`config.mk`:
```
export PLATFORM = sky130hd
export DESIGN_NAME = paired_group_average_decimator
export DESIGN_NICKNAME = d
export VERILOG_FILES = /design/src/hdl/pgad_pkg.sv /design/src/hdl/pgad_datapath.sv /design/src/hdl/pgad_ctrl.sv /design/src/hdl/paired_group_average_decimator.sv
export SDC_FILE = /design/constraint.sdc
export NUM_CORES = 1
export LEC_CHECK = 0
export CAP_MARGIN = 10
export CORE_ASPECT_RATIO = 0.5
export CORE_MARGIN = 10
export CORE_UTILIZATION = 45
export CTS_BUF_LIST = sky130_fd_sc_hd__clkbuf_4 sky130_fd_sc_hd__clkbuf_8 sky130_fd_sc_hd__clkbuf_16
export DETAILED_ROUTE_END_ITERATION = 10
export DONT_BUFFER_PORTS = 1
export MAX_ROUTING_LAYER = met4
export PLACE_DENSITY = 0.67
export SYNTH_ARGS = -nofsm -noshare
export SYNTH_HDL_FRONTEND = slang
export SYNTH_SLANG_ARGS = --single-unit
```
`constraint.sdc`:
```
create_clock -name clk -period 8.3 [get_ports clk]
set_input_delay 1.66 -clock clk [delete_from_list [all_inputs] [get_ports clk]]
set_output_delay 1.66 -clock clk [all_outputs]
set_load 0.05 [all_outputs]
```
`src/hdl/pgad_pkg.sv`:
```
`timescale 1ns / 1ps
// Package for the paired group average decimator.
// Holds the register format, parameter defaults and the controller/datapath link types.
package pgad_pkg;

    // group_size register format
    localparam int          CFG_W            = 11;
    localparam logic [10:0] GROUP_SIZE_RESET = 11'd8;

    // defaults for the top-level parameters
    localparam int DEF_MAX_GROUP    = 1024;
    localparam int DEF_SAMPLE_WIDTH = 32;

    // controller -> datapath commands
    typedef struct packed {
        logic accept;    // take the input word into the open group
        logic step;      // one restoring-divide step on both lanes
        logic load_out;  // move the quotients into the output register
    } pgad_cmd_t;

    // datapath -> controller status
    typedef struct packed {
        logic close;     // the word on the input closes the group
        logic div_last;  // the divider is on its final step
    } pgad_status_t;

endpackage

```
`src/hdl/pgad_datapath.sv`:
```
`timescale 1ns / 1ps
// Datapath: group_size register, running sums, group count, shared-divisor
// restoring divider for both lanes and the output register. Uses pgad_pkg.
module pgad_datapath
    import pgad_pkg::*;
#(
    parameter int MAX_GROUP    = DEF_MAX_GROUP,
    parameter int SAMPLE_WIDTH = DEF_SAMPLE_WIDTH
)
(
    input  logic                           clk,
    input  logic                           rst_n,
    input  logic                           cfg_we,
    input  logic [CFG_W-1:0]               cfg_data,
    input  logic signed [SAMPLE_WIDTH-1:0] x_value,
    input  logic signed [SAMPLE_WIDTH-1:0] y_value,
    input  logic                           last,
    input  pgad_cmd_t                      cmd,
    output pgad_status_t                   status,
    output logic signed [SAMPLE_WIDTH-1:0] x_mean,
    output logic signed [SAMPLE_WIDTH-1:0] y_mean,
    output logic                           final_group
);

    localparam int CNT_W  = $clog2(MAX_GROUP + 1);
    localparam int SUM_W  = SAMPLE_WIDTH + $clog2(MAX_GROUP);
    localparam int REM_W  = CNT_W + 1;
    localparam int ITER_W = $clog2(SUM_W + 1);

    logic [CFG_W-1:0]        group_size_reg;
    logic signed [SUM_W-1:0] sum_x_reg, sum_y_reg;
    logic [CNT_W-1:0]        fill_reg;

    logic [SUM_W-1:0]        dvd_x_reg, dvd_y_reg, dvd_x_next, dvd_y_next;
    logic [REM_W-1:0]        rem_x_reg, rem_y_reg, rem_x_next, rem_y_next;
    logic                    neg_x_reg, neg_y_reg, final_reg;
    logic [CNT_W-1:0]        divisor_reg;
    logic [ITER_W-1:0]       iter_reg;

    logic signed [SAMPLE_WIDTH-1:0] x_mean_reg, y_mean_reg;
    logic                           final_group_reg;

    logic [CNT_W-1:0]        limit;
    logic [CNT_W-1:0]        fill_inc;
    logic signed [SUM_W-1:0] sum_x_new, sum_y_new;
    logic [SUM_W-1:0]        mag_x, mag_y;
    logic [REM_W-1:0]        rsh_x, rsh_y;
    logic                    qb_x, qb_y;
    logic [SUM_W-1:0]        q_x_signed, q_y_signed;
    logic                    close_now, div_done;

    // effective group length: zero acts as one, large values saturate
    always_comb
    begin
        if (group_size_reg == '0)
            limit = CNT_W'(1);
        else if (int'(group_size_reg) > MAX_GROUP)
            limit = CNT_W'(MAX_GROUP);
        else
            limit = CNT_W'(group_size_reg);
    end

    // accumulate and decide whether this word closes the group
    always_comb
    begin
        fill_inc  = fill_reg + 1'b1;
        sum_x_new = sum_x_reg + SUM_W'(x_value);
        sum_y_new = sum_y_reg + SUM_W'(y_value);
        mag_x     = sum_x_new[SUM_W-1] ? SUM_W'(-sum_x_new) : SUM_W'(sum_x_new);
        mag_y     = sum_y_new[SUM_W-1] ? SUM_W'(-sum_y_new) : SUM_W'(sum_y_new);
        close_now = (fill_inc >= limit) || last;
    end

    // one restoring step per lane, common divisor
    always_comb
    begin
        rsh_x = {rem_x_reg[REM_W-2:0], dvd_x_reg[SUM_W-1]};
        rsh_y = {rem_y_reg[REM_W-2:0], dvd_y_reg[SUM_W-1]};
        qb_x  = (rsh_x >= {1'b0, divisor_reg});
        qb_y  = (rsh_y >= {1'b0, divisor_reg});
        rem_x_next = qb_x ? (rsh_x - {1'b0, divisor_reg}) : rsh_x;
        rem_y_next = qb_y ? (rsh_y - {1'b0, divisor_reg}) : rsh_y;
        dvd_x_next = {dvd_x_reg[SUM_W-2:0], qb_x};
        dvd_y_next = {dvd_y_reg[SUM_W-2:0], qb_y};
        div_done   = (iter_reg == ITER_W'(1));
    end

    // status to the controller
    assign status = '{close: close_now, div_last: div_done};

    // restore sign of the quotients
    always_comb
    begin
        q_x_signed = neg_x_reg ? (~dvd_x_reg + 1'b1) : dvd_x_reg;
        q_y_signed = neg_y_reg ? (~dvd_y_reg + 1'b1) : dvd_y_reg;
    end

    // config register, sums, count and divider iteration count
    always_ff @(posedge clk or negedge rst_n)
    begin
        if (!rst_n)
        begin
            group_size_reg <= GROUP_SIZE_RESET;
            sum_x_reg      <= '0;
            sum_y_reg      <= '0;
            fill_reg       <= '0;
            iter_reg       <= '0;
        end
        else
        begin
            if (cfg_we)
                group_size_reg <= cfg_data;
            if (cmd.accept)
            begin
                if (close_now)
                begin
                    sum_x_reg <= '0;
                    sum_y_reg <= '0;
                    fill_reg  <= '0;
                    iter_reg  <= ITER_W'(SUM_W);
                end
                else
                begin
                    sum_x_reg <= sum_x_new;
                    sum_y_reg <= sum_y_new;
                    fill_reg  <= fill_inc;
                end
            end
            else if (cmd.step)
                iter_reg <= iter_reg - 1'b1;
        end
    end

    // divider operands and partial results
    always_ff @(posedge clk)
    begin
        if (cmd.accept && close_now)
        begin
            dvd_x_reg   <= mag_x;
            dvd_y_reg   <= mag_y;
            rem_x_reg   <= '0;
            rem_y_reg   <= '0;
            neg_x_reg   <= sum_x_new[SUM_W-1];
            neg_y_reg   <= sum_y_new[SUM_W-1];
            divisor_reg <= fill_inc;
            final_reg   <= last;
        end
        else if (cmd.step)
        begin
            dvd_x_reg <= dvd_x_next;
            dvd_y_reg <= dvd_y_next;
            rem_x_reg <= rem_x_next;
            rem_y_reg <= rem_y_next;
        end
    end

    // output register
    always_ff @(posedge clk)
    begin
        if (cmd.load_out)
        begin
            x_mean_reg      <= q_x_signed[SAMPLE_WIDTH-1:0];
            y_mean_reg      <= q_y_signed[SAMPLE_WIDTH-1:0];
            final_group_reg <= final_reg;
        end
    end

    assign x_mean      = x_mean_reg;
    assign y_mean      = y_mean_reg;
    assign final_group = final_group_reg;

endmodule

```
`src/hdl/pgad_ctrl.sv`:
```
`timescale 1ns / 1ps
// Controller: sequences accumulate, divide and publish, and owns the
// output valid flag. Uses pgad_pkg for the command and status types.
module pgad_ctrl
    import pgad_pkg::*;
(
    input  logic         clk,
    input  logic         rst_n,
    input  logic         in_valid,
    output logic         in_ready,
    output logic         out_valid,
    input  logic         out_ready,
    input  pgad_status_t status,
    output pgad_cmd_t    cmd
);

    typedef enum logic [1:0] {
        ST_ACCUM,
        ST_DIVIDE,
        ST_PUBLISH
    } state_t;

    state_t state_reg, state_next;
    logic   out_valid_reg, out_valid_next;

    // command decode and next state
    always_comb
    begin
        cmd.accept   = (state_reg == ST_ACCUM) && in_valid;
        cmd.step     = (state_reg == ST_DIVIDE);
        cmd.load_out = (state_reg == ST_PUBLISH) && (!out_valid_reg || out_ready);

        state_next = state_reg;
        case (state_reg)
            ST_ACCUM:
            begin
                if (cmd.accept && status.close)
                    state_next = ST_DIVIDE;
            end
            ST_DIVIDE:
            begin
                if (status.div_last)
                    state_next = ST_PUBLISH;
            end
            ST_PUBLISH:
            begin
                if (cmd.load_out)
                    state_next = ST_ACCUM;
            end
            default:
                state_next = ST_ACCUM;
        endcase

        // output word held until taken
        out_valid_next = cmd.load_out || (out_valid_reg && !out_ready);
    end

    // state and registered outputs
    always_ff @(posedge clk or negedge rst_n)
    begin
        if (!rst_n)
        begin
            state_reg     <= ST_ACCUM;
            out_valid_reg <= 1'b0;
        end
        else
        begin
            state_reg     <= state_next;
            out_valid_reg <= out_valid_next;
        end
    end

    assign in_ready  = (state_reg == ST_ACCUM);
    assign out_valid = out_valid_reg;

endmodule

```
`src/hdl/paired_group_average_decimator.sv`:
```
`timescale 1ns / 1ps
// Paired group average decimator. Sums x and y of each input word over a group of
// group_size words (1..MAX_GROUP; 0 acts as 1), or up to a word marked last, then
// emits both sums divided by the true count, truncated toward zero. Words of an open
// group are taken one per cycle. The closing word starts a restoring divider that
// handles both lanes with a shared divisor, one quotient bit per cycle, across the
// full sum width; the quotients then go to the output register once it is empty or
// being read. The output register lets the next group gather while a result waits.
// cfg_ready is always high. Depends on pgad_pkg, pgad_ctrl and pgad_datapath.
module paired_group_average_decimator
    import pgad_pkg::*;
#(
    parameter int MAX_GROUP    = DEF_MAX_GROUP,
    parameter int SAMPLE_WIDTH = DEF_SAMPLE_WIDTH
)
(
    input  logic                           clk,
    input  logic                           rst_n,
    input  logic                           cfg_valid,
    output logic                           cfg_ready,
    input  logic [CFG_W-1:0]               group_size,
    input  logic                           in_valid,
    output logic                           in_ready,
    input  logic signed [SAMPLE_WIDTH-1:0] x_value,
    input  logic signed [SAMPLE_WIDTH-1:0] y_value,
    input  logic                           last,
    output logic                           out_valid,
    input  logic                           out_ready,
    output logic signed [SAMPLE_WIDTH-1:0] x_mean,
    output logic signed [SAMPLE_WIDTH-1:0] y_mean,
    output logic                           final_group
);

    pgad_cmd_t    cmd;
    pgad_status_t status;

    // register writes are always taken
    assign cfg_ready = 1'b1;

    pgad_ctrl u_ctrl
    (
        .clk       (clk),
        .rst_n     (rst_n),
        .in_valid  (in_valid),
        .in_ready  (in_ready),
        .out_valid (out_valid),
        .out_ready (out_ready),
        .status    (status),
        .cmd       (cmd)
    );

    pgad_datapath #(
        .MAX_GROUP    (MAX_GROUP),
        .SAMPLE_WIDTH (SAMPLE_WIDTH)
    ) u_datapath
    (
        .clk         (clk),
        .rst_n       (rst_n),
        .cfg_we      (cfg_valid),
        .cfg_data    (group_size),
        .x_value     (x_value),
        .y_value     (y_value),
        .last        (last),
        .cmd         (cmd),
        .status      (status),
        .x_mean      (x_mean),
        .y_mean      (y_mean),
        .final_group (final_group)
    );

endmodule

```
### Word-level counts from Yosys, hierarchy flattened

Index checks and enable logic that the tools add are counted.
Widths: inputs -> output; s select.

* magnitude comparators: 4
* equal/unequal tests: 7
* bitwise operators: 2
* mux-type cells: 22
* reductions and logical operators: 15
* $add $sub $neg: 10

Operators with widths (count)
* $mux 42: 8
* $add 42x32->42: 2
* $neg 42->42: 2
* $add 32x1->32 const B: 2
* $mux 32: 2
* $not 32->32: 2
* $mux 11: 5
* $ge 12x11->1: 2
* $sub 11x11->11: 2
* $mux 6: 3
* $add 11x1->11 const B: 1
* $ge 11x11->1: 1
* $gt 11x11->1 const B: 1
* $logic_not 11->1: 1
* $eq 6x1->1 const B: 1
* $mux 2: 3
* $pmux 2 s3: 1
* $sub 6x1->6 const B: 1
* $logic_and 1x1->1: 4
* $ne 2x1->1 const B: 2
* $ne 2x2->1 const B: 2
* $reduce_bool 2->1: 2
* $logic_or 1x1->1: 3
* $reduce_and 3->1: 1
* other kinds (5): 6

* flip-flop bits (word level): 300
* word-level logic and storage cells: 78

### Depth between registers and ports, before layout

Gate-level depths: netlist (run 1).

* depth after elaboration: 8
* mapped depth: 18

### Hierarchy

From an unflattened synthesis (run 1), not the netlist that was laid out.

* cell total of the unflattened synthesis: 2364
* area, all modules: 21438.1 µm²

Modules (own cells, without submodules)
* pgad_datapath: times used 1, sequential area each 8139.1 µm², area each 21277.9 µm², cells each 2347
* pgad_ctrl: times used 1, sequential area each 75.1 µm², area each 148.9 µm², cells each 15
* paired_group_average_decimator: times used 1, sequential area each 0.0 µm², area each 11.3 µm², cells each 2

### Worst setup path after synthesis (run 1)

OpenSTA, ideal clock, no wires.

* path type: register to register
* from: reg u_datapath.group_size_reg[7]
* to: reg u_datapath.dvd_x_reg[0] (enable)
* cell stages (with the launch flop): 18
* setup slack: 2549 ps
* arrival time: 4930 ps
* buffers on the path: 3
* period minus slack after synthesis: 5751 ps
* path through: dfrtp_1 -> nor4_1 -> a31oi_1 -> nor2_1 -> ha_1 -> nand2b_1 -> a21o_1 -> a21o_1 -> a21o_1 -> a21o_1 -> a211oi_1 -> o21bai_1 -> a211o_1 -> nand2_1 -> clkbuf_1 -> clkbuf_1 -> buf_1 -> nand2_1

* longest elaborated chain between the ends: 7
* elaborated cells between the ends (all ways): 8
* classes of those cells: order compare: 2; mux: 2; reduce/logical: 4

Ends and longest elaborated chain
* start, declared: line pgad_datapath.sv:30 `logic [CFG_W-1:0] group_size_reg;`
* start signal, assigned: line pgad_datapath.sv:112 `group_size_reg <= cfg_data;`
* $gt 11x11->1: line pgad_datapath.sv:57 `else if (int'(group_size_reg) > MAX_GROUP)`
* $mux 11: line pgad_datapath.sv:57
* $mux 11 (*): line pgad_datapath.sv:55 `if (group_size_reg == '0)`
* $ge 11x11->1 (*): line pgad_datapath.sv:71 `close_now = (fill_inc >= limit) || last;`
* $logic_or 1x1->1 (*): line pgad_datapath.sv:71
* $logic_and 1x1->1 (*): line pgad_datapath.sv:137 `if (cmd.accept && close_now)`
* $reduce_bool 2->1 (no source line) (*)
* end signal, assigned: line pgad_datapath.sv:139 `dvd_x_reg <= mag_x;`
* end signal, assigned: line pgad_datapath.sv:150 `dvd_x_reg <= dvd_x_next;`
* end, declared: line pgad_datapath.sv:34 `logic [SUM_W-1:0] dvd_x_reg, dvd_y_reg, dvd_x_next, dvd_y_next;`

Every way passes the cells marked *; elsewhere a longest branch is shown, timed or not.
A chain may end at the register's enable or synchronous reset.

### Final worst setup path (run 1)

* from: in x_value[0]
* to: reg u_datapath.dvd_x_reg[35], data pin

* longest elaborated chain between the ends: 4

Ends and longest elaborated chain
* start, declared: line paired_group_average_decimator.sv:24 `input logic signed [SAMPLE_WIDTH-1:0] x_value,`
* $add 42x32->42 (*): line pgad_datapath.sv:67 `sum_x_new = sum_x_reg + SUM_W'(x_value);`
* $neg 42->42: line pgad_datapath.sv:69 `mag_x = sum_x_new[SUM_W-1] ? SUM_W'(-sum_x_new) : SUM_W'(sum_x_new);`
* $mux 42 (*): line pgad_datapath.sv:69
* $mux 42 (*): line pgad_datapath.sv:137

Marked as above.

==> results of run 1 <==
[worst max path at each step]
stage / slack (ns) / startpoint / cells past startpoint / endpoint
after CTS: 2.62 / x_value[0] / 13 / u_datapath.dvd_x_reg[35]
after detailed placement: 2.02 / x_value[0] / 13 / u_datapath.dvd_x_reg[35]
after global routing: 2.17 / x_value[0] / 13 / u_datapath.dvd_x_reg[35]
after global placement: 2.12 / x_value[0] / 13 / u_datapath.dvd_x_reg[35]
final: 2.44 / x_value[0] / 13 / u_datapath.dvd_x_reg[35]
after floorplan: 2.55 / u_datapath.group_size_reg[7] / 17 / u_datapath.dvd_x_reg[0]
[report_power, final]
| part | internal [W] | total, W | switching, W |
|---|---|---|---|
| sequential | 0.00228 | 0.00277 | 0.000483 |
| clock | 0.000782 | 0.00142 | 0.000638 |
| combinational | 0.00218 | 0.00592 | 0.00374 |
[layer usage]
| metal | vias up | part of all wire | track usage |
|---|---|---|---|
| met4 | 0 | 0.017 | 0.0421 |
| met5 | - | 0 | - |
| met1 | 8265 | 0.48 | 0.302 |
| li1 | 8486 | - | - |
| met3 | 59 | 0.080 | 0.0468 |
| met2 | 504 | 0.42 | 0.293 |
[through the flow]
stage / util / worst slack (ns) / hold WS [ns] / power [W]
after floorplan: - / 2.55 / 0.400 / 0.00696
after global placement: 0.471 / 2.12 / 0.402 / 0.00850
after detailed placement: 0.471 / 2.02 / 0.410 / 0.00857
after CTS: 0.493 / 2.62 / 0.428 / 0.0100
after global routing: 0.493 / 2.17 / 0.440 / 0.0109
final: 0.493 / 2.44 / 0.425 / 0.0101
[placed cells by master (no fill, tap or decap), types with 26 or more instances in the layout]
master | Yosys | routed
edfxtp_1 | 163 | 163
or3_1 | 35 | 35
a21oi_1 | 113 | 113
nor3_1 | 26 | 26
nand4_1 | 38 | 38
inv_1 | 64 | 64
nand2_1 | 369 | 366
xor2_1 | 72 | 71
dfrtp_1 | 114 | 114
o31ai_1 | 87 | 87
clkbuf_16 | 0 | 29
nand3_1 | 59 | 59
a31oi_1 | 34 | 34
nor2_1 | 120 | 120
xnor2_1 | 137 | 136
ha_1 | 122 | 122
o21ai_0 | 229 | 229
a21o_1 | 43 | 43
[critical path: cells and delay by family]
| family | cells | cell delay, ns |
|---|---|---|
| fa+ha+maj | 2 | 0.68 |
| simple gates | 3 | 1.48 |
| compound gates | 6 | 1.82 |
| xor+xnor | 2 | 0.54 |
[final cells by class]
class / count / area [um^2]
inverters: 65 / 244
multi-input cells: 1862 / 12200
diodes: 3 / 7.51
clock buffers: 30 / 739
well taps: 627 / 785
clock inverters: 24 / 256
repair buffers: 13 / 97.6
fillers: 4288 / 23200
flip-flops and latches: 300 / 8210
[kinds of logic after synthesis]
family | Yosys count
xor gates and xnor gates | 210
adders and majority gates | 126
buffers and inverters | 181
and+or+nand+nor | 797
other | 1
AOI/OAI and AO/OA | 693
muxes | 35
DFF | 300
==> impl_metrics.prom, run 1 <==
# TYPE chip_impl_metric gauge
chip_impl_metric{name="drive_above_1_share",unit=""} 0.0584
chip_impl_metric{name="clock_pin_slew_on_the_worst_setup_and_hold_paths",unit="ns"} 0.07
chip_impl_metric{name="synth_compound_gate_area_share",unit=""} 0.215
chip_impl_metric{name="reg2reg_setup_slack",unit="ns"} 2.96
chip_impl_info{name="endpoint_kind",value="flop"} 1
chip_impl_info{name="critical_path.slowest_cell",value="nor3b_1"} 1
chip_impl_metric{name="clock_latency",unit="ns"} 0.60
chip_impl_metric{name="postRouteWirelength",unit="mm"} 60.0
chip_impl_metric{name="cts.sinks",unit=""} 300
chip_impl_metric{name="worst-slew-pin-transition",unit="ns"} 1.14
chip_impl_metric{name="grt_antenna_before_repair",unit=""} 3
chip_impl_metric{name="synthDominantCellAreaShare",unit=""} 0.232
chip_impl_info{name="worstReg2RegStart",value="u_datapath.fill_reg[0]"} 1
chip_impl_info{name="synth.top_cells.by_count",value="369 x nand2_1, 229 x o21ai_0, 163 x edfxtp_1"} 1
chip_impl_info{name="worstSetupPathType",value="in -> reg"} 1
chip_impl_metric{name="synth_adder_area_share",unit=""} 0.0762
chip_impl_metric{name="route.detailed.vias_per_inst",unit=""} 5.92
chip_impl_metric{name="count_of_flip_flops_with_a_built_in_enable_after_synthesis",unit=""} 163
chip_impl_metric{name="htreeDepth",unit=""} 1
chip_impl_metric{name="all_layer_gr_usage",unit=""} 0.209
chip_impl_metric{name="syn_to_final_growth",unit="%"} 7.01
chip_impl_metric{name="clockBufferDepth",unit=""} 3
chip_impl_metric{name="grt_pass1_wl",unit="mm"} 93.1
chip_impl_metric{name="cts_hold_repair.buffers",unit=""} 0
chip_impl_metric{name="finClkSkew",unit="ns"} 0.0170
chip_impl_metric{name="synth_cells",unit=""} 2343
chip_impl_info{name="critical_path_source_type",value="input pin"} 1
chip_impl_info{name="grt_setup_unrepaired",value="false"} 1
chip_impl_info{name="hold_path_startpoint",value="u_datapath.final_reg"} 1
chip_impl_metric{name="timing.max_slew.rel_slack",unit=""} 0.240
chip_impl_metric{name="hold_violation_count_in_the_final_report",unit=""} 0
chip_impl_metric{name="post_dp_cell_area",unit="um^2"} 21600
chip_impl_metric{name="die_area",unit="um^2"} 56400
chip_impl_metric{name="critical_path_arrival",unit="ns"} 6.18
chip_impl_metric{name="post-route-period-util",unit=""} 0.706
chip_impl_metric{name="die_y",unit="um"} 173
chip_impl_info{name="cts_tree",value="built"} 1
chip_impl_info{name="synth_top_flop_cell",value="edfxtp_1"} 1
chip_impl_metric{name="total_negative_slack",unit="ns"} 0
chip_impl_info{name="synth_largest_area_cell",value="edfxtp_1"} 1
chip_impl_metric{name="syn_nets",unit=""} 2550
chip_impl_metric{name="detailedRoute.firstPassIterationCount",unit=""} 6
chip_impl_metric{name="floorplan.rows",unit=""} 55
chip_impl_metric{name="drv.max_cap_violation_count",unit=""} 0
chip_impl_metric{name="postSynthAreaPerCell",unit="um^2"} 9.00
chip_impl_info{name="cts_root_buf",value="clkbuf_16"} 1
chip_impl_metric{name="worstPathMaxFanout",unit=""} 8
chip_impl_metric{name="first_iter_violations",unit=""} 1594
chip_impl_metric{name="grt_start_max_net_pins",unit=""} 116
chip_impl_metric{name="global_route.overflow_total",unit=""} 0
chip_impl_metric{name="fmax",unit="GHz"} 0.171
chip_impl_metric{name="number_of_global_route_vias_before_repair",unit=""} 15781
chip_impl_metric{name="synthesized_area",unit="um^2"} 21100
chip_impl_metric{name="chipWidth",unit="um"} 326
chip_impl_metric{name="cp.required",unit="ns"} 8.62
chip_impl_metric{name="start_util",unit=""} 0.461
chip_impl_metric{name="remaining_drc_errors",unit=""} 0
chip_impl_metric{name="postRouteAntennaNets",unit=""} 0
chip_impl_metric{name="routed_wire_length_per_instance",unit="um"} 20.5
chip_impl_metric{name="worst_path_largest_cell_delay",unit="ns"} 0.74
chip_impl_metric{name="layout.cell_area.non_filler",unit="um^2"} 22600
chip_impl_metric{name="hold-path-cell-count",unit=""} 0
chip_impl_metric{name="timing.final.crit_period",unit="ns"} 5.86
chip_impl_info{name="whs_endpoint",value="u_datapath.final_group"} 1
chip_impl_metric{name="power_density",unit="nW/um^2"} 448
chip_impl_metric{name="post_synth_and_or_nand_nor_area_fraction",unit=""} 0.180
chip_impl_metric{name="placeableCoreArea",unit="um^2"} 45800
chip_impl_info{name="synth.area.top_cells",value="edfxtp_1 23%, dfrtp_1 14%, ha_1 7.2%"} 1
chip_impl_metric{name="portBuffers",unit=""} 0
chip_impl_metric{name="synth.lib_cells_used.distinct",unit=""} 104
chip_impl_metric{name="yosys_warnings",unit=""} 0
chip_impl_info{name="synth_top_family_by_area",value="compound AO/OA/AOI/OAI gates"} 1
chip_impl_info{name="synth_most_common_cell",value="nand2_1"} 1
chip_impl_metric{name="ys_ff_latch",unit=""} 300
chip_impl_metric{name="io_pins",unit=""} 149
chip_impl_metric{name="setup-violations-final",unit=""} 0
chip_impl_metric{name="final_max_slew_viol_count",unit=""} 0
chip_impl_info{name="worst_reg2reg_path_endpoint",value="u_datapath.dvd_y_reg[0]"} 1
chip_impl_metric{name="detailroute.via_count",unit=""} 17314
chip_impl_info{name="run_status",value="completed"} 1
chip_impl_metric{name="post_cts_resize_count",unit=""} 0
chip_impl_metric{name="async_flop_share",unit=""} 0.383
chip_impl_metric{name="placed_cells_incl_taps",unit=""} 2867
chip_impl_metric{name="worst_ir_drop_vdd",unit="V"} 0.000153
chip_impl_metric{name="layoutNonFillerInstCount",unit=""} 2924
chip_impl_metric{name="rr_worst_depth",unit=""} 13
chip_impl_metric{name="finalNetCount",unit=""} 2478
chip_impl_info{name="hold_path.class",value="reg -> reg"} 1
chip_impl_info{name="cp_cell_sequence",value="ha_1, fa_1, a211oi_1, o21ai_0, a21o_1, a21oi_1, xor2_1, nand3_1, nor3b_1, nand4_1, o41ai_1, xnor2_1, o21ai_1"} 1
chip_impl_metric{name="synth.yosys.seq_area_share",unit=""} 0.390
chip_impl_metric{name="total_leakage_power",unit="nW"} 9.12
chip_impl_metric{name="dpl.hpwl",unit="mm"} 45.1
chip_impl_metric{name="gp_routability_congestion",unit=""} 1.02
chip_impl_metric{name="postCtsSetupRepairBufs",unit=""} 0
chip_impl_metric{name="synth.area.mux_share",unit=""} 0.0176
chip_impl_metric{name="cts_buffers",unit=""} 29
chip_impl_metric{name="synth-xor-area-share",unit=""} 0.0881
Power figures use the tool's default switching activity.
==> inputs of run 2 (changes only) <==
--- a/config.mk
+++ b/config.mk
@@ -5,6 +5,7 @@
 export SDC_FILE = /design/constraint.sdc
 export NUM_CORES = 1
 export LEC_CHECK = 0
+export ABC_AREA = 1
 export CAP_MARGIN = 10
 export CORE_ASPECT_RATIO = 0.5
 export CORE_MARGIN = 10
==> constraint.sdc (replaced) <==
create_clock -name clk -period 5.7 [get_ports clk]
set_input_delay 1.14 -clock clk [delete_from_list [all_inputs] [get_ports clk]]
set_output_delay 1.14 -clock clk [all_outputs]
set_load 0.05 [all_outputs]
==> impl_metrics.prom, run 2 <==
# TYPE chip_impl_metric gauge
chip_impl_info{name="run_status",value="completed"} 1
chip_impl_info{name="cts_tree",value="built"} 1
chip_impl_metric{name="ys_ff_latch",unit=""} 300
chip_impl_metric{name="worstPathMaxFanout",unit=""} 96
chip_impl_metric{name="layoutNonFillerInstCount",unit=""} 3905
chip_impl_info{name="cts_root_buf",value="clkbuf_16"} 1
chip_impl_metric{name="cts_buffers",unit=""} 31
chip_impl_metric{name="htreeDepth",unit=""} 1
chip_impl_metric{name="total_leakage_power",unit="nW"} 12.1
chip_impl_info{name="synth_most_common_cell",value="nand2_1"} 1
chip_impl_metric{name="gp_routability_congestion",unit=""} 0.985
chip_impl_metric{name="syn_to_final_growth",unit="%"} 7.79
chip_impl_info{name="synth.top_cells.by_count",value="1123 x nand2_1, 442 x inv_1, 284 x nor2_1"} 1
chip_impl_info{name="worstSetupPathType",value="reg -> reg"} 1
chip_impl_metric{name="power_density",unit="nW/um^2"} 578
chip_impl_metric{name="hold_violation_count_in_the_final_report",unit=""} 0
chip_impl_metric{name="cts_hold_repair.buffers",unit=""} 0
chip_impl_metric{name="io_pins",unit=""} 149
chip_impl_metric{name="clock_pin_slew_on_the_worst_setup_and_hold_paths",unit="ns"} 0.07
chip_impl_metric{name="remaining_drc_errors",unit=""} 0
chip_impl_metric{name="postRouteWirelength",unit="mm"} 67.2
chip_impl_metric{name="dpl.hpwl",unit="mm"} 52.4
chip_impl_info{name="synth.area.top_cells",value="edfxtp_1 22%, nand2_1 19%, dfrtp_1 13%"} 1
chip_impl_info{name="endpoint_kind",value="flop"} 1
chip_impl_metric{name="setup-violations-final",unit=""} 0
chip_impl_metric{name="yosys_warnings",unit=""} 0
chip_impl_metric{name="routed_wire_length_per_instance",unit="um"} 17.2
chip_impl_metric{name="synth_cells",unit=""} 3245
chip_impl_metric{name="die_area",unit="um^2"} 59800
chip_impl_info{name="synth_largest_area_cell",value="edfxtp_1"} 1
chip_impl_info{name="grt_setup_unrepaired",value="false"} 1
chip_impl_metric{name="layout.cell_area.non_filler",unit="um^2"} 24200
chip_impl_metric{name="first_iter_violations",unit=""} 1873
chip_impl_metric{name="final_max_slew_viol_count",unit=""} 0
chip_impl_metric{name="async_flop_share",unit=""} 0.383
chip_impl_metric{name="postRouteAntennaNets",unit=""} 0
chip_impl_metric{name="floorplan.rows",unit=""} 57
chip_impl_metric{name="synth.yosys.seq_area_share",unit=""} 0.365
chip_impl_metric{name="post_cts_resize_count",unit=""} 0
chip_impl_metric{name="syn_nets",unit=""} 3452
chip_impl_metric{name="synthesized_area",unit="um^2"} 22500
chip_impl_metric{name="worst_ir_drop_vdd",unit="V"} 0.000297
chip_impl_metric{name="post-route-period-util",unit=""} 0.791
chip_impl_metric{name="drive_above_1_share",unit=""} 0.0332
chip_impl_metric{name="start_util",unit=""} 0.459
chip_impl_metric{name="detailedRoute.firstPassIterationCount",unit=""} 6
chip_impl_metric{name="route.detailed.vias_per_inst",unit=""} 5.31
chip_impl_metric{name="chipWidth",unit="um"} 336
chip_impl_metric{name="detailroute.via_count",unit=""} 20750
chip_impl_metric{name="clockBufferDepth",unit=""} 3
chip_impl_metric{name="total_negative_slack",unit="ns"} 0
chip_impl_metric{name="die_y",unit="um"} 178
chip_impl_metric{name="timing.max_slew.rel_slack",unit=""} 0.206
chip_impl_metric{name="number_of_global_route_vias_before_repair",unit=""} 19310
chip_impl_metric{name="postSynthAreaPerCell",unit="um^2"} 6.93
chip_impl_metric{name="synth.lib_cells_used.distinct",unit=""} 51
chip_impl_metric{name="fmax",unit="GHz"} 0.222
chip_impl_info{name="hold_path.class",value="in -> async"} 1
chip_impl_metric{name="placed_cells_incl_taps",unit=""} 3846
chip_impl_metric{name="critical_path_arrival",unit="ns"} 4.91
chip_impl_metric{name="finalNetCount",unit=""} 3437
chip_impl_metric{name="drv.max_cap_violation_count",unit=""} 0
chip_impl_metric{name="grt_antenna_before_repair",unit=""} 2
chip_impl_metric{name="cp.required",unit="ns"} 6.10
chip_impl_metric{name="global_route.overflow_total",unit=""} 0
chip_impl_metric{name="clock_latency",unit="ns"} 0.63
chip_impl_metric{name="cts.sinks",unit=""} 300
chip_impl_metric{name="all_layer_gr_usage",unit=""} 0.226
chip_impl_metric{name="grt_start_max_net_pins",unit=""} 116
chip_impl_info{name="critical_path_source_type",value="flop"} 1
chip_impl_metric{name="portBuffers",unit=""} 0
chip_impl_metric{name="synthDominantCellAreaShare",unit=""} 0.218
chip_impl_info{name="synth_top_flop_cell",value="edfxtp_1"} 1
chip_impl_info{name="mostFrequentLayoutCell",value="nand2_1"} 1
chip_impl_metric{name="placeableCoreArea",unit="um^2"} 48900
chip_impl_info{name="final_cell_mix",value="1121 x nand2_1, 440 x inv_1, 282 x nor2_1, 230 x o21ai_0, 201 x nand3_1"} 1
chip_impl_metric{name="count_of_flip_flops_with_a_built_in_enable_after_synthesis",unit=""} 163
chip_impl_metric{name="grt_pass1_wl",unit="mm"} 106
chip_impl_metric{name="postCtsSetupRepairBufs",unit=""} 0
chip_impl_metric{name="post_dp_cell_area",unit="um^2"} 23200
chip_impl_metric{name="timing.final.crit_period",unit="ns"} 4.51
chip_impl_metric{name="fin_hold_ws",unit="ns"} 0.223
chip_impl_metric{name="worst-slew-pin-transition",unit="ns"} 1.19
chip_impl_metric{name="finClkSkew",unit="ns"} 0.0278
run 2: cell count changes in the layout (fill, tap and decap cells not counted), moves of 20 or more:
cell      change
nand2_1     +755
inv_1       +376
nor2_1      +162
nand3_1     +142
xnor2_1      -99
o31ai_1      -85
a21o_1       -35
or3_1        -34
xor2_1       +30
a31oi_1      -24
nand3b_1     +20
run 2: final timing paths:
| check | start | endpoint | slack, ns | depth (start not counted) |
|---|---|---|---|---|
| worst max-delay path | u_datapath.fill_reg[0] | u_datapath.dvd_x_reg[41] | 1.19 | 17 |
| worst min-delay path | rst_n | u_datapath.sum_y_reg[6] | 0.22 | 0 |
| worst max register to register | u_datapath.fill_reg[0] | u_datapath.dvd_x_reg[41] | 1.19 | 17 |
| worst min register to register | u_datapath.final_reg | u_datapath.final_group | 0.43 | 0 |
| max in group asynchronous | rst_n | u_datapath.group_size_reg[3] | 5.24 | 0 |
| min in group clk | u_datapath.final_reg | u_datapath.final_group | 0.43 | 0 |
run 2: layer usage:
metal  GRT usage  wire, um
met1       0.309     31800
met4      0.0492      1530
met3      0.0399      4710
met5           -         0
met2       0.348     29100
run 2: logic make-up (layout without fill, tap and decap cells):
kind of cell             after synthesis  in the layout  synth area share
AND/OR/NAND/NOR                     1750           1750             0.319
buffers and inverters                504            514            0.0858
AO/OA/AOI/OAI                        417            417            0.0987
flip-flops                           300            300             0.365
XOR/XNOR                             139            139            0.0550
adder cells (fa/ha/maj)              126            126            0.0715
multiplexers                           8              8           0.00401
other                                  1              2          0.000167
run 2: worst max-delay path, stage by stage (launching register included):
cell and delay [ns]:
dfrtp_1 0.47, ha_1 0.23, nand3_1 0.10, nor3_1 0.35, nand4_1 0.17, xor2_1 0.23, inv_1 0.10, ha_1 0.32
nand3_1 0.09, or3_1 0.37, nand4_1 0.08, nor2_1 0.09, nor2_4 0.17, buf_4 0.82, nand2_1 0.15, nor2_1 0.15
nand4_1 0.09, o21ai_0 0.32
run 2: cell type report:
type / count / area [um^2]
clock inverters: 26 / 273
flip-flops and latches: 300 / 8210
multi-input cells: 2441 / 12400
well taps: 649 / 812
fillers: 4940 / 24700
diodes: 1 / 2.50
repair buffers: 14 / 118
clock buffers: 32 / 790
inverters: 442 / 1660
run 2: metrics by stage:
step                      utilization  power (W)  setup WS (ns)
final                           0.495     0.0140           1.19
after CTS                       0.495     0.0140           1.19
after floorplan                     -    0.00963          0.647
after global routing            0.495     0.0152          0.716
after global placement          0.474     0.0116           1.14
after detailed placement        0.474     0.0117           1.11
run 2: power by group:
group / internal (W) / switching (W)
registers: 0.00343 / 0.000837
clock network: 0.00121 / 0.000999
logic: 0.00237 / 0.00515
